--- src/design/lkv_pkg.sv ---
// Package for the LRU key/value cache: command codes, controller states,
// configuration width and default sizes. No dependencies.
package lkv_pkg;

    localparam int CMD_W            = 2;
    localparam int CAP_W            = 6;
    localparam int DEF_ENTRIES      = 32;
    localparam int DEF_KEY_BITS     = 64;
    localparam int DEF_VALUE_BITS   = 32;
    localparam logic [CAP_W-1:0] CAP_RESET = 6'd33;

    localparam logic [CMD_W-1:0] CMD_LOOKUP = 2'd0;
    localparam logic [CMD_W-1:0] CMD_INSERT = 2'd1;
    localparam logic [CMD_W-1:0] CMD_PROBE  = 2'd2;

    typedef enum logic [2:0] {
        ST_IDLE,
        ST_SCAN,
        ST_DECIDE,
        ST_UPDATE,
        ST_FINISH
    } lkv_state_t;

endpackage

--- src/design/lkv_ram.sv ---
// Generic simple dual-port RAM: one write port, one read port with a
// registered read. No dependencies.
module lkv_ram #(
    parameter int WIDTH = 8,
    parameter int DEPTH = 32
) (
    input  logic                     clk,
    input  logic                     we,
    input  logic [$clog2(DEPTH)-1:0] waddr,
    input  logic [WIDTH-1:0]         wdata,
    input  logic [$clog2(DEPTH)-1:0] raddr,
    output logic [WIDTH-1:0]         rdata
);

    logic [WIDTH-1:0] mem [DEPTH];

    always_ff @(posedge clk)
    begin
        if (we)
        begin
            mem[waddr] <= wdata;
        end
        rdata <= mem[raddr];
    end

endmodule

--- src/design/lru_key_value_cache.sv ---
// LRU key/value cache.
// Uses lkv_pkg and one lkv_ram instance that holds key, value and rank.
//
// Usage: each transaction on the s_* channel carries one command in s_tuser
// (lookup, insert or probe) with a key and a value in s_tdata. Each command
// yields exactly one result transaction on m_* with hit, found value, evicted
// flag and evicted value. The user must write the capacity register with
// cfg_we and cfg_data only while the block is idle; the block does not enforce it.
// Sequence: a command first sweeps every entry of the RAM to find the key,
// the least recent entry and the first free slot. Lookups that hit and
// inserts, unless the new entry is evicted at once, then sweep again to
// rewrite the recency ranks. The next command can be accepted in the cycle
// in which the result is issued. The RAM read port reads one entry per
// cycle. Commands are worked on one at a time.
// The result sits in an output register; while it waits for m_tready the
// next command is accepted and worked on, and it stalls only at its own end.
// Reset empties the cache (valid bits and occupancy clear at once) and sets
// the capacity to 33; no clearing pass is needed.
module lru_key_value_cache
    import lkv_pkg::*;
#(
    parameter int ENTRIES    = DEF_ENTRIES,
    parameter int KEY_BITS   = DEF_KEY_BITS,
    parameter int VALUE_BITS = DEF_VALUE_BITS,
    localparam int IN_W  = ((KEY_BITS + VALUE_BITS + 7) / 8) * 8,
    localparam int OUT_W = ((2 * VALUE_BITS + 2 + 7) / 8) * 8
) (
    input  logic             clk,
    input  logic             rst_n,
    input  logic             s_tvalid,
    output logic             s_tready,
    input  logic [IN_W-1:0]  s_tdata,   // key, entry_value
    input  logic [CMD_W-1:0] s_tuser,   // command
    output logic             m_tvalid,
    input  logic             m_tready,
    output logic [OUT_W-1:0] m_tdata,   // hit, found_value, evicted, evicted_value
    input  logic             cfg_we,
    input  logic [CAP_W-1:0] cfg_data
);

    localparam int AW    = $clog2(ENTRIES);
    localparam int RW    = $clog2(ENTRIES);
    localparam int OW    = $clog2(ENTRIES + 1);
    localparam int CMPW  = ((OW > CAP_W) ? OW : CAP_W) + 2;
    localparam int WORD  = RW + VALUE_BITS + KEY_BITS;
    localparam logic [CMPW-1:0] CAP_MAX = CMPW'(ENTRIES + 1);
    localparam logic [AW:0]     ISS_END = (AW + 1)'(ENTRIES);
    localparam logic [AW-1:0]   LAST    = AW'(ENTRIES - 1);

    lkv_state_t state_reg, state_next;
    logic [CAP_W-1:0]      cap_reg;
    logic [ENTRIES-1:0]    valid_reg, valid_next;
    logic [OW-1:0]         occ_reg, occ_next;
    logic [CMD_W-1:0]      cmd_reg, cmd_next;
    logic [KEY_BITS-1:0]   key_reg, key_next;
    logic [VALUE_BITS-1:0] val_reg, val_next;
    logic [AW:0]           iss_reg, iss_next;
    logic                  rv_reg, rv_next;
    logic [AW-1:0]         ridx_reg, ridx_next;
    // Scan results.
    logic                  fnd_reg, fnd_next;
    logic [AW-1:0]         s_idx_reg, s_idx_next;
    logic [RW-1:0]         s_rank_reg, s_rank_next;
    logic [VALUE_BITS-1:0] s_val_reg, s_val_next;
    logic                  lru_ok_reg, lru_ok_next;
    logic [AW-1:0]         lru_idx_reg, lru_idx_next;
    logic [RW-1:0]         lru_rank_reg, lru_rank_next;
    logic [VALUE_BITS-1:0] lru_val_reg, lru_val_next;
    logic                  free_ok_reg, free_ok_next;
    logic [AW-1:0]         free_idx_reg, free_idx_next;
    // Update mode.
    logic                  ins_reg, ins_next;
    logic                  wval_reg, wval_next;
    logic [AW-1:0]         slot_reg, slot_next;
    // Result.
    logic                  hit_reg, hit_next;
    logic [VALUE_BITS-1:0] fv_reg, fv_next;
    logic                  ev_reg, ev_next;
    logic [VALUE_BITS-1:0] evv_reg, evv_next;
    logic                  mv_reg, mv_next;
    logic [OUT_W-1:0]      md_reg, md_next;

    logic                  ram_we;
    logic [AW-1:0]         ram_waddr;
    logic [WORD-1:0]       ram_wdata;
    logic [WORD-1:0]       ram_rdata;
    logic [KEY_BITS-1:0]   rd_key;
    logic [VALUE_BITS-1:0] rd_val;
    logic [RW-1:0]         rd_rank;
    logic                  rd_valid;
    logic [CMPW-1:0]       cap_eff;
    logic [CMPW-1:0]       occ_inc;
    logic                  full;

    assign rd_key   = ram_rdata[KEY_BITS-1:0];
    assign rd_val   = ram_rdata[KEY_BITS +: VALUE_BITS];
    assign rd_rank  = ram_rdata[KEY_BITS + VALUE_BITS +: RW];
    assign rd_valid = valid_reg[ridx_reg];

    always_comb
    begin
        cap_eff = CMPW'(cap_reg);
        if (cap_eff == '0)
        begin
            cap_eff = CMPW'(1);
        end
        else if (cap_eff > CAP_MAX)
        begin
            cap_eff = CAP_MAX;
        end
    end

    assign occ_inc = CMPW'(occ_reg) + CMPW'(1);
    assign full    = (occ_inc >= cap_eff);

    lkv_ram #(
        .WIDTH (WORD),
        .DEPTH (ENTRIES)
    ) u_ram (
        .clk   (clk),
        .we    (ram_we),
        .waddr (ram_waddr),
        .wdata (ram_wdata),
        .raddr (iss_reg[AW-1:0]),
        .rdata (ram_rdata)
    );

    always_comb
    begin
        state_next    = state_reg;
        valid_next    = valid_reg;
        occ_next      = occ_reg;
        cmd_next      = cmd_reg;
        key_next      = key_reg;
        val_next      = val_reg;
        iss_next      = iss_reg;
        rv_next       = 1'b0;
        ridx_next     = iss_reg[AW-1:0];
        fnd_next      = fnd_reg;
        s_idx_next    = s_idx_reg;
        s_rank_next   = s_rank_reg;
        s_val_next    = s_val_reg;
        lru_ok_next   = lru_ok_reg;
        lru_idx_next  = lru_idx_reg;
        lru_rank_next = lru_rank_reg;
        lru_val_next  = lru_val_reg;
        free_ok_next  = free_ok_reg;
        free_idx_next = free_idx_reg;
        ins_next      = ins_reg;
        wval_next     = wval_reg;
        slot_next     = slot_reg;
        hit_next      = hit_reg;
        fv_next       = fv_reg;
        ev_next       = ev_reg;
        evv_next      = evv_reg;
        mv_next       = mv_reg;
        md_next       = md_reg;
        ram_we        = 1'b0;
        ram_waddr     = ridx_reg;
        ram_wdata     = ram_rdata;
        s_tready      = 1'b0;

        if (mv_reg && m_tready)
        begin
            mv_next = 1'b0;
        end

        case (state_reg)
            ST_IDLE:
            begin
                s_tready = 1'b1;
                if (s_tvalid)
                begin
                    cmd_next     = s_tuser;
                    key_next     = s_tdata[KEY_BITS-1:0];
                    val_next     = s_tdata[KEY_BITS +: VALUE_BITS];
                    iss_next     = '0;
                    fnd_next     = 1'b0;
                    lru_ok_next  = 1'b0;
                    free_ok_next = 1'b0;
                    state_next   = ST_SCAN;
                end
            end
            ST_SCAN:
            begin
                if (iss_reg != ISS_END)
                begin
                    rv_next  = 1'b1;
                    iss_next = iss_reg + 1'b1;
                end
                if (rv_reg)
                begin
                    if (rd_valid && !fnd_reg && rd_key == key_reg)
                    begin
                        fnd_next    = 1'b1;
                        s_idx_next  = ridx_reg;
                        s_rank_next = rd_rank;
                        s_val_next  = rd_val;
                    end
                    if (rd_valid && (!lru_ok_reg || rd_rank > lru_rank_reg))
                    begin
                        lru_ok_next   = 1'b1;
                        lru_idx_next  = ridx_reg;
                        lru_rank_next = rd_rank;
                        lru_val_next  = rd_val;
                    end
                    if (!rd_valid && !free_ok_reg)
                    begin
                        free_ok_next  = 1'b1;
                        free_idx_next = ridx_reg;
                    end
                    if (ridx_reg == LAST)
                    begin
                        state_next = ST_DECIDE;
                    end
                end
            end
            ST_DECIDE:
            begin
                hit_next   = 1'b0;
                fv_next    = '0;
                ev_next    = 1'b0;
                evv_next   = '0;
                iss_next   = '0;
                ins_next   = 1'b0;
                wval_next  = 1'b0;
                state_next = ST_FINISH;
                case (cmd_reg)
                    CMD_LOOKUP:
                    begin
                        hit_next = fnd_reg;
                        if (fnd_reg)
                        begin
                            fv_next    = s_val_reg;
                            state_next = ST_UPDATE;
                        end
                    end
                    CMD_PROBE:
                    begin
                        hit_next = fnd_reg;
                    end
                    CMD_INSERT:
                    begin
                        hit_next = fnd_reg;
                        if (fnd_reg)
                        begin
                            wval_next  = 1'b1;
                            state_next = ST_UPDATE;
                        end
                        else if (full && occ_reg == '0)
                        begin
                            // The new entry is at once the least recent one.
                            ev_next  = 1'b1;
                            evv_next = val_reg;
                        end
                        else
                        begin
                            ins_next   = 1'b1;
                            state_next = ST_UPDATE;
                            if (full)
                            begin
                                ev_next                 = 1'b1;
                                evv_next                = lru_val_reg;
                                valid_next[lru_idx_reg] = 1'b0;
                                if (free_ok_reg && free_idx_reg < lru_idx_reg)
                                begin
                                    slot_next = free_idx_reg;
                                end
                                else
                                begin
                                    slot_next = lru_idx_reg;
                                end
                                valid_next[slot_next] = 1'b1;
                            end
                            else
                            begin
                                slot_next              = free_idx_reg;
                                valid_next[free_idx_reg] = 1'b1;
                                occ_next               = occ_reg + 1'b1;
                            end
                        end
                    end
                    default:
                    begin
                    end
                endcase
            end
            ST_UPDATE:
            begin
                if (iss_reg != ISS_END)
                begin
                    rv_next  = 1'b1;
                    iss_next = iss_reg + 1'b1;
                end
                if (rv_reg)
                begin
                    if (ins_reg)
                    begin
                        if (ridx_reg == slot_reg)
                        begin
                            ram_we    = 1'b1;
                            ram_wdata = {RW'(0), val_reg, key_reg};
                        end
                        else if (rd_valid)
                        begin
                            ram_we    = 1'b1;
                            ram_wdata = {rd_rank + 1'b1, rd_val, rd_key};
                        end
                    end
                    else
                    begin
                        if (ridx_reg == s_idx_reg)
                        begin
                            ram_we    = 1'b1;
                            ram_wdata = {RW'(0), wval_reg ? val_reg : rd_val, rd_key};
                        end
                        else if (rd_valid && rd_rank < s_rank_reg)
                        begin
                            ram_we    = 1'b1;
                            ram_wdata = {rd_rank + 1'b1, rd_val, rd_key};
                        end
                    end
                    if (ridx_reg == LAST)
                    begin
                        state_next = ST_FINISH;
                    end
                end
            end
            ST_FINISH:
            begin
                if (!mv_reg || m_tready)
                begin
                    mv_next    = 1'b1;
                    md_next    = OUT_W'({evv_reg, ev_reg, fv_reg, hit_reg});
                    state_next = ST_IDLE;
                end
            end
            default:
            begin
                state_next = ST_IDLE;
            end
        endcase
    end

    always_ff @(posedge clk or negedge rst_n)
    begin
        if (!rst_n)
        begin
            state_reg <= ST_IDLE;
            cap_reg   <= CAP_RESET;
            valid_reg <= '0;
            occ_reg   <= '0;
            rv_reg    <= 1'b0;
            mv_reg    <= 1'b0;
        end
        else
        begin
            state_reg <= state_next;
            valid_reg <= valid_next;
            occ_reg   <= occ_next;
            rv_reg    <= rv_next;
            mv_reg    <= mv_next;
            if (cfg_we)
            begin
                cap_reg <= cfg_data;
            end
        end
    end

    always_ff @(posedge clk)
    begin
        cmd_reg      <= cmd_next;
        key_reg      <= key_next;
        val_reg      <= val_next;
        iss_reg      <= iss_next;
        ridx_reg     <= ridx_next;
        fnd_reg      <= fnd_next;
        s_idx_reg    <= s_idx_next;
        s_rank_reg   <= s_rank_next;
        s_val_reg    <= s_val_next;
        lru_ok_reg   <= lru_ok_next;
        lru_idx_reg  <= lru_idx_next;
        lru_rank_reg <= lru_rank_next;
        lru_val_reg  <= lru_val_next;
        free_ok_reg  <= free_ok_next;
        free_idx_reg <= free_idx_next;
        ins_reg      <= ins_next;
        wval_reg     <= wval_next;
        slot_reg     <= slot_next;
        hit_reg      <= hit_next;
        fv_reg       <= fv_next;
        ev_reg       <= ev_next;
        evv_reg      <= evv_next;
        md_reg       <= md_next;
    end

    assign m_tvalid = mv_reg;
    assign m_tdata  = md_reg;

    // The occupancy count always matches the number of valid entries between commands.
    a_occ_count: assert property (@(posedge clk) disable iff (!rst_n)
        state_reg == ST_IDLE |-> $countones(valid_reg) == 32'(occ_reg))
        else $error("occupancy does not match valid entries");

    // The occupancy never exceeds the number of entries.
    a_occ_max: assert property (@(posedge clk) disable iff (!rst_n)
        32'(occ_reg) <= ENTRIES)
        else $error("occupancy above entry count");

    // A write-back never hits the entry that is being read in the same cycle.
    a_no_overlap: assert property (@(posedge clk) disable iff (!rst_n)
        (ram_we && iss_reg != ISS_END) |-> ram_waddr != iss_reg[AW-1:0])
        else $error("read-modify-write overlap on one entry");

    // A command accepted from idle never leaves its result unissued past a finish.
    a_finish: assert property (@(posedge clk) disable iff (!rst_n)
        (state_reg == ST_FINISH && (!mv_reg || m_tready)) |=> mv_reg)
        else $error("result not issued at finish");

endmodule
--- config.mk ---
export PLATFORM = sky130hd
export DESIGN_NAME = lru_key_value_cache
export DESIGN_NICKNAME = d
export VERILOG_FILES = /design/src/design/lkv_pkg.sv /design/src/design/lkv_ram.sv /design/src/design/lru_key_value_cache.sv
export SDC_FILE = /design/constraint.sdc
export NUM_CORES = 2
export LEC_CHECK = 0
export BUFFER_PORTS_ARGS = -buffer_cell sky130_fd_sc_hd__clkbuf_2
export CORE_MARGIN = 10
export CORE_UTILIZATION = 47
export DETAILED_ROUTE_END_ITERATION = 8
export GPL_ROUTABILITY_DRIVEN = 0
export PLACE_DENSITY_LB_ADDON = 0.12
export SYNTH_ARGS = -nofsm -noshare
export SYNTH_HDL_FRONTEND = slang
export SYNTH_HIERARCHICAL = 1
export SYNTH_SLANG_ARGS = --single-unit
--- constraint.sdc ---
create_clock -name clk -period 10.3 [get_ports clk]
set_input_delay 0.515 -clock clk [delete_from_list [all_inputs] [get_ports clk]]
set_output_delay 0.515 -clock clk [all_outputs]
set_load 0.005 [all_outputs]
Word level (Yosys, flattened, before mapping)

Memory sizes are Yosys's and may differ from the RTL's. A register that Yosys moved wholly into a read port is not among the register bits.
Index checks and enable logic that the tools add are counted.

Add/sub/neg operators: 4
Order comparisons: 12
Equality and inequality tests: 21
Muxes and demuxes: 71
Bitwise gates (word level): 8
Reductions and logical operators: 40

Operator list:

| kind                  | count |
|---|---|
| $mux W101             | 7 |
| $mux W32              | 4 |
| $eq A64 B64 Y1        | 1 |
| $or A32 B32 Y32       | 2 |
| $mux W5               | 7 |
| $and A32 B32 Y32      | 1 |
| $not A32 Y32          | 1 |
| $mux W1               | 30 |
| $mux W3               | 9 |
| $lt A5 B6 Y1 const B  | 4 |
| $mux W6               | 4 |
| $ne A2 B2 Y1 const B  | 9 |
| $pmux W6 S3           | 1 |
| $reduce_and A4 Y1     | 4 |
| $demux W1 S5          | 3 |
| $ge A5 B1 Y1 const B  | 3 |
| $pmux W3 S5           | 1 |
| $add A6 B1 Y6 const B | 2 |
| $logic_not A6 Y1      | 2 |
| $reduce_and A3 Y1     | 4 |
| $logic_and A1 B1 Y1   | 11 |
| $eq A5 B5 Y1          | 2 |
| $lt A5 B5 Y1          | 2 |
| $ge A7 B8 Y1          | 1 |
| other kinds (27)      | 41 |

Register bits: 389
RAM bits: 3232
Input port bits: 109
Output and inout port bits: 74
Logic and storage cells: 186
Memories kept: 1

Memories:

| memory    | depth | bits a word | rd ports | clocked after memory_dff | wr ports | RTL line      | source |
|---|---|---|---|---|---|---|---|
| u_ram.mem | 32    | 101         | 1        | 1                        | 1        | lkv_ram.sv:15 | `logic [WIDTH-1:0] mem [DEPTH];` |

Longest topological paths before layout

Word-level depth: 15
Gate-level depth with buffers: 12
Mapped depth without buffers: 11

Cells and area by module

Netlist, hierarchy kept.

By module, submodules not included:

| module              | times used | cells an instance | area an instance (um^2) |
|---|---|---|---|
| lkv_ram             | 1          | 5881              | 124692.1 |
| lru_key_value_cache | 1          | 1268              | 17181.5 |

Worst setup path after synthesis

No wires, ideal clock.

Path kind: register to register
From: register ridx_reg[2] (netlist: ram_waddr[2])
To: memory u_ram/mem[24][0] (netlist name) (enable)
Library setup time: 0.562 ns
Arrival: 6.820 ns
Data required time: 9.738 ns
Slack: 2.918 ns
Stages on the path, launching flop included: 12
Clock period less this slack: 7.382 ns
Cells stage by stage: dfxtp_1 -> buf_2 -> mux4_2 -> o22ai_1 -> o31ai_1 -> or4b_4 -> buf_6 -> and2b_1 -> o21ai_0 -> or3b_2 -> clkbuf_1 -> nor2_1

Cells in the longest elaborated chain, start to end: 10
Elaborated cells between the ends (all ways): 14

Ends and longest elaborated chain:

| item                            | RTL line                   | source |
|---|---|---|
| start: declaration              | lru_key_value_cache.sv:59  | `logic [AW-1:0] ridx_reg, ridx_next;` |
| start signal: assignment        | lru_key_value_cache.sv:376 | `ridx_reg <= ridx_next;` |
| $bmux W1 S5                     | lru_key_value_cache.sv:98  | `assign rd_valid = valid_reg[ridx_reg];` |
| $mux W1 (not written as such)   | lru_key_value_cache.sv:98  |  |
| $logic_and A1 B1 Y1             | lru_key_value_cache.sv:317 | `else if (rd_valid && rd_rank < s_rank_reg)` |
| $mux W1                         | lru_key_value_cache.sv:317 |  |
| $mux W1                         | lru_key_value_cache.sv:312 | `if (ridx_reg == s_idx_reg)` |
| $mux W1 *                       | lru_key_value_cache.sv:297 | `if (ins_reg)` |
| $mux W1 *                       | lru_key_value_cache.sv:295 | `if (rv_reg)` |
| $mux W1 *                       | lru_key_value_cache.sv:168 | `case (state_reg)` |
| via ram_we                      | lru_key_value_cache.sv:83  | `logic ram_we;` |
| $mux W1 *                       | lkv_ram.sv:19              | `if (we)` |
| $mux W1 (not written as such) * | lkv_ram.sv:21              | `mem[waddr] <= wdata;` |
| end: declaration                | lkv_ram.sv:15              |  |

Mark *: on every way through the listed nets, which the timed path passes. The rest lies on a longest branch. The select of a mux whose other input is x is not followed.

Worst setup path in the final report

From: register ridx_reg[2] (netlist: ram_waddr[2])
To: memory u_ram/mem[31][49] (netlist name) (enable)

The elaborated chain is that of the path after synthesis.

==> metrics <==
relative slew slack=0.129; largest net degree at the start of global routing=125; Placed Area=148000 um2; Avg WL per Cell=32.2 um; Largest Register=u_ram/mem; GRT Total Usage=0.230; worst hold path type=primary input to flop; Num CTS Buffers=386; Core Footprint=300000 um2; synthesis-to-finish area growth=14.0%; H-Tree Depth=5; register area=110000 um2; Setup violations, final=0; CTS clock-pin slew for the worst setup and hold paths=approximately 0.060 ns; final instance area=around 160000 um2; Critical Path AT=approximately 6.6 ns; first-pass GRT wire length=between 500000 and 600000 um; drt first pass iters=6; synth unique cells=between 70 and 80; share of the synthesized area in the top cell type=0.755; Final Hold Vio Count=0; flops & latches, synth=3722; sequential element share of the synthesized area=0.779; CTS tree=built; post-DP HPWL=205000 um; clk_lat worst skew=0.95 ns; DRC errors left=0; post-synthesis adder-cell area fraction=0.00212; io pins=~180; CP Capture Type=flop; Root Buffer Master=clkbuf_16; multiplexer share of the synthesized area=0.130; Slew Viols, Final=0; grt ovf=0; RSZ-0062 raised after global routing=no; post-synth top area cell=edfxtp_1; vias in the first global route=72900; Least-Margin Pin Slew=about 1.3 ns; Die W=569 um; main combinational cell family by area after synthesis=multiplexers; final WL=around 380000 um; # fillers=between 20000 and 25000; post-route minimum period=6.07 ns; status=finished clean; Post-Syn Area=around 140000 um2; LEAKAGE=0.0522 uW; remaining antenna violation count=0; row count=201; max reg flops=around 3200; Main synth FF type=edfxtp_1; Pwr Density=283 nW/um2; Sink Count=3722; Via density=6.11; Area contributors post-synth=edfxtp_1 (75%), mux4_2 (6.6%), mux2i_1 (5.6%), a22oi_1 (2.7%), dfxtp_1 (1.5%); Vias=72600; CTS max path bufs=4; Final Skew=between 0.05 and 0.06 ns; buffers added on ports=approximately 180; mean post-synth cell area=19.8 um2; post-synthesis compound-gate area fraction=0.0442; Ys Warns=6; commonest non-fill, non-tap cell in the layout=edfxtp_1; layout cells sized above 1=0.191; Die ar.=324000 um2; crit start category=flop; simple-gate area share of the yosys netlist=0.0251; fmax=0.165 GHz; Initial DRC Count=7718; initial antenna violation count=17; final setup TNS=0 ns; Required @ worst endpoint=10.83 ns; xor/xnor share of the synthesized area=0.00451; gate count of the mapped netlist=7149; Tcrit/Tclk final=0.590; Post-synth ARST share=0.0132; Max VDD drop=0.276 mV; Post-CTS Setup Repair Bufs=0; CP Max Fanout=32; multi-input logic area=29800 um2; type of the worst setup path=flop to flop; die height=569 um; commonest cells after routing, fill and taps aside=edfxtp_1 (3567), mux2i_1 (790), a22oi_1 (518); initial core utilization=0.472; EDFF count, synth=3567; nets@finish=about 7700; maxcap violations=0
## power by group
part           internal, uW  switching [uW]  total (uW)
clock                  8160            5820       14000
combinational          3830            7980       11800
sequential            19500             494       20000
## metal layers
| layer | up-vias | track usage | part of all wire |
|---|---|---|---|
| li1 | 30400 | - | - |
| met1 | 39100 | 0.329 | 0.43 |
| met2 | 2627 | 0.376 | 0.48 |
| met3 | 560 | 0.0308 | 0.062 |
| met4 | 6 | 0.0581 | 0.025 |
| met5 | - | 0 | 0.000099 |
## path summary, 6_finish.rpt
kind	startpoint	to	depth (start not counted)	slack, ns
max	ram_waddr[2]	u_ram/mem[31][49]	9	4.23
min	s_tdata[10]	key_reg[10]	1	0.02
max reg2reg	ram_waddr[2]	u_ram/mem[31][49]	9	4.23
min reg2reg	fv_reg[19]	m_tdata[20]	0	0.41
max in group asynchronous	rst_n	valid_reg[12]	3	9.59
min in group asynchronous	rst_n	occ_reg[5]	3	0.22
## timing repair
action / 4_1_cts / 5_1_grt
resized for setup: 0 / 0
endpoints found under the hold margin: 151 / 0
hold buffers: 112 / 0
## critical path: stages (launching register included)
cell and delay, ns:
dfxtp_1 1.04, mux4_2 0.38, o22ai_1 0.10, o31ai_1 0.25, or4b_4 0.30, and2b_1 0.20
o21ai_0 0.45, nand3_1 0.79, nor2_4 1.28, buf_4 0.78
## per-stage QoR
| stage | cells | utilization | power (uW) | hold slack [ns] | worst slack (ns) |
|---|---|---|---|---|---|
| floorplan | 7154 | - | 27700 | 0.219 | 2.92 |
| global placement | 11100 | 0.492 | 31900 | 0.403 | 4.39 |
| detailed placement | 11100 | 0.492 | 32100 | 0.405 | 4.35 |
| CTS | 11900 | 0.538 | 46100 | 0.0137 | 4.30 |
| global route | 11900 | 0.539 | 47400 | 0.00676 | 4.09 |
| finish | 11900 | 0.539 | 45700 | 0.0208 | 4.23 |
## cells in the mapped netlist, types with 41 or more instances
cell and instances:
a21oi_1 88, dfrtp_1 47, inv_1 42, nor3_1 49
buf_2 137, a22oi_1 518, a31oi_1 91, nand3_1 213
dfxtp_1 106, edfxtp_1 3567, mux2i_1 790, and2_1 44
clkbuf_1 187, nor4_1 44, nor2_1 79, mux4_2 416
nand2_1 127, mux2_2 91, buf_4 41, a22o_1 58
nand4_1 54
## cell type report
cell class,instances,area share
Sequential cell,3722,0.683
Multi-Input combinational cell,2979,0.184
Clock buffer,499,0.0649
Tap cell,3958,0.0306
Timing Repair Buffer,462,0.0223
Clock inverter,218,0.0141
Inverter,42,0.00101
Antenna cell,7,0.000108
## kinds of logic (layout without fill, tap and decap cells)
family                     after synthesis  after routing
buffers and inverters                  453           1221
xor gates and xnor gates                73             73
muxes                                 1306           1306
AOI/OAI and AO/OA                      877            877
DFF                                   3722           3722
and+or+nand+nor                        693            693
other                                    1             13
adders and majority gates               24             24
No activity file was read; power rests on OpenSTA's default activity.
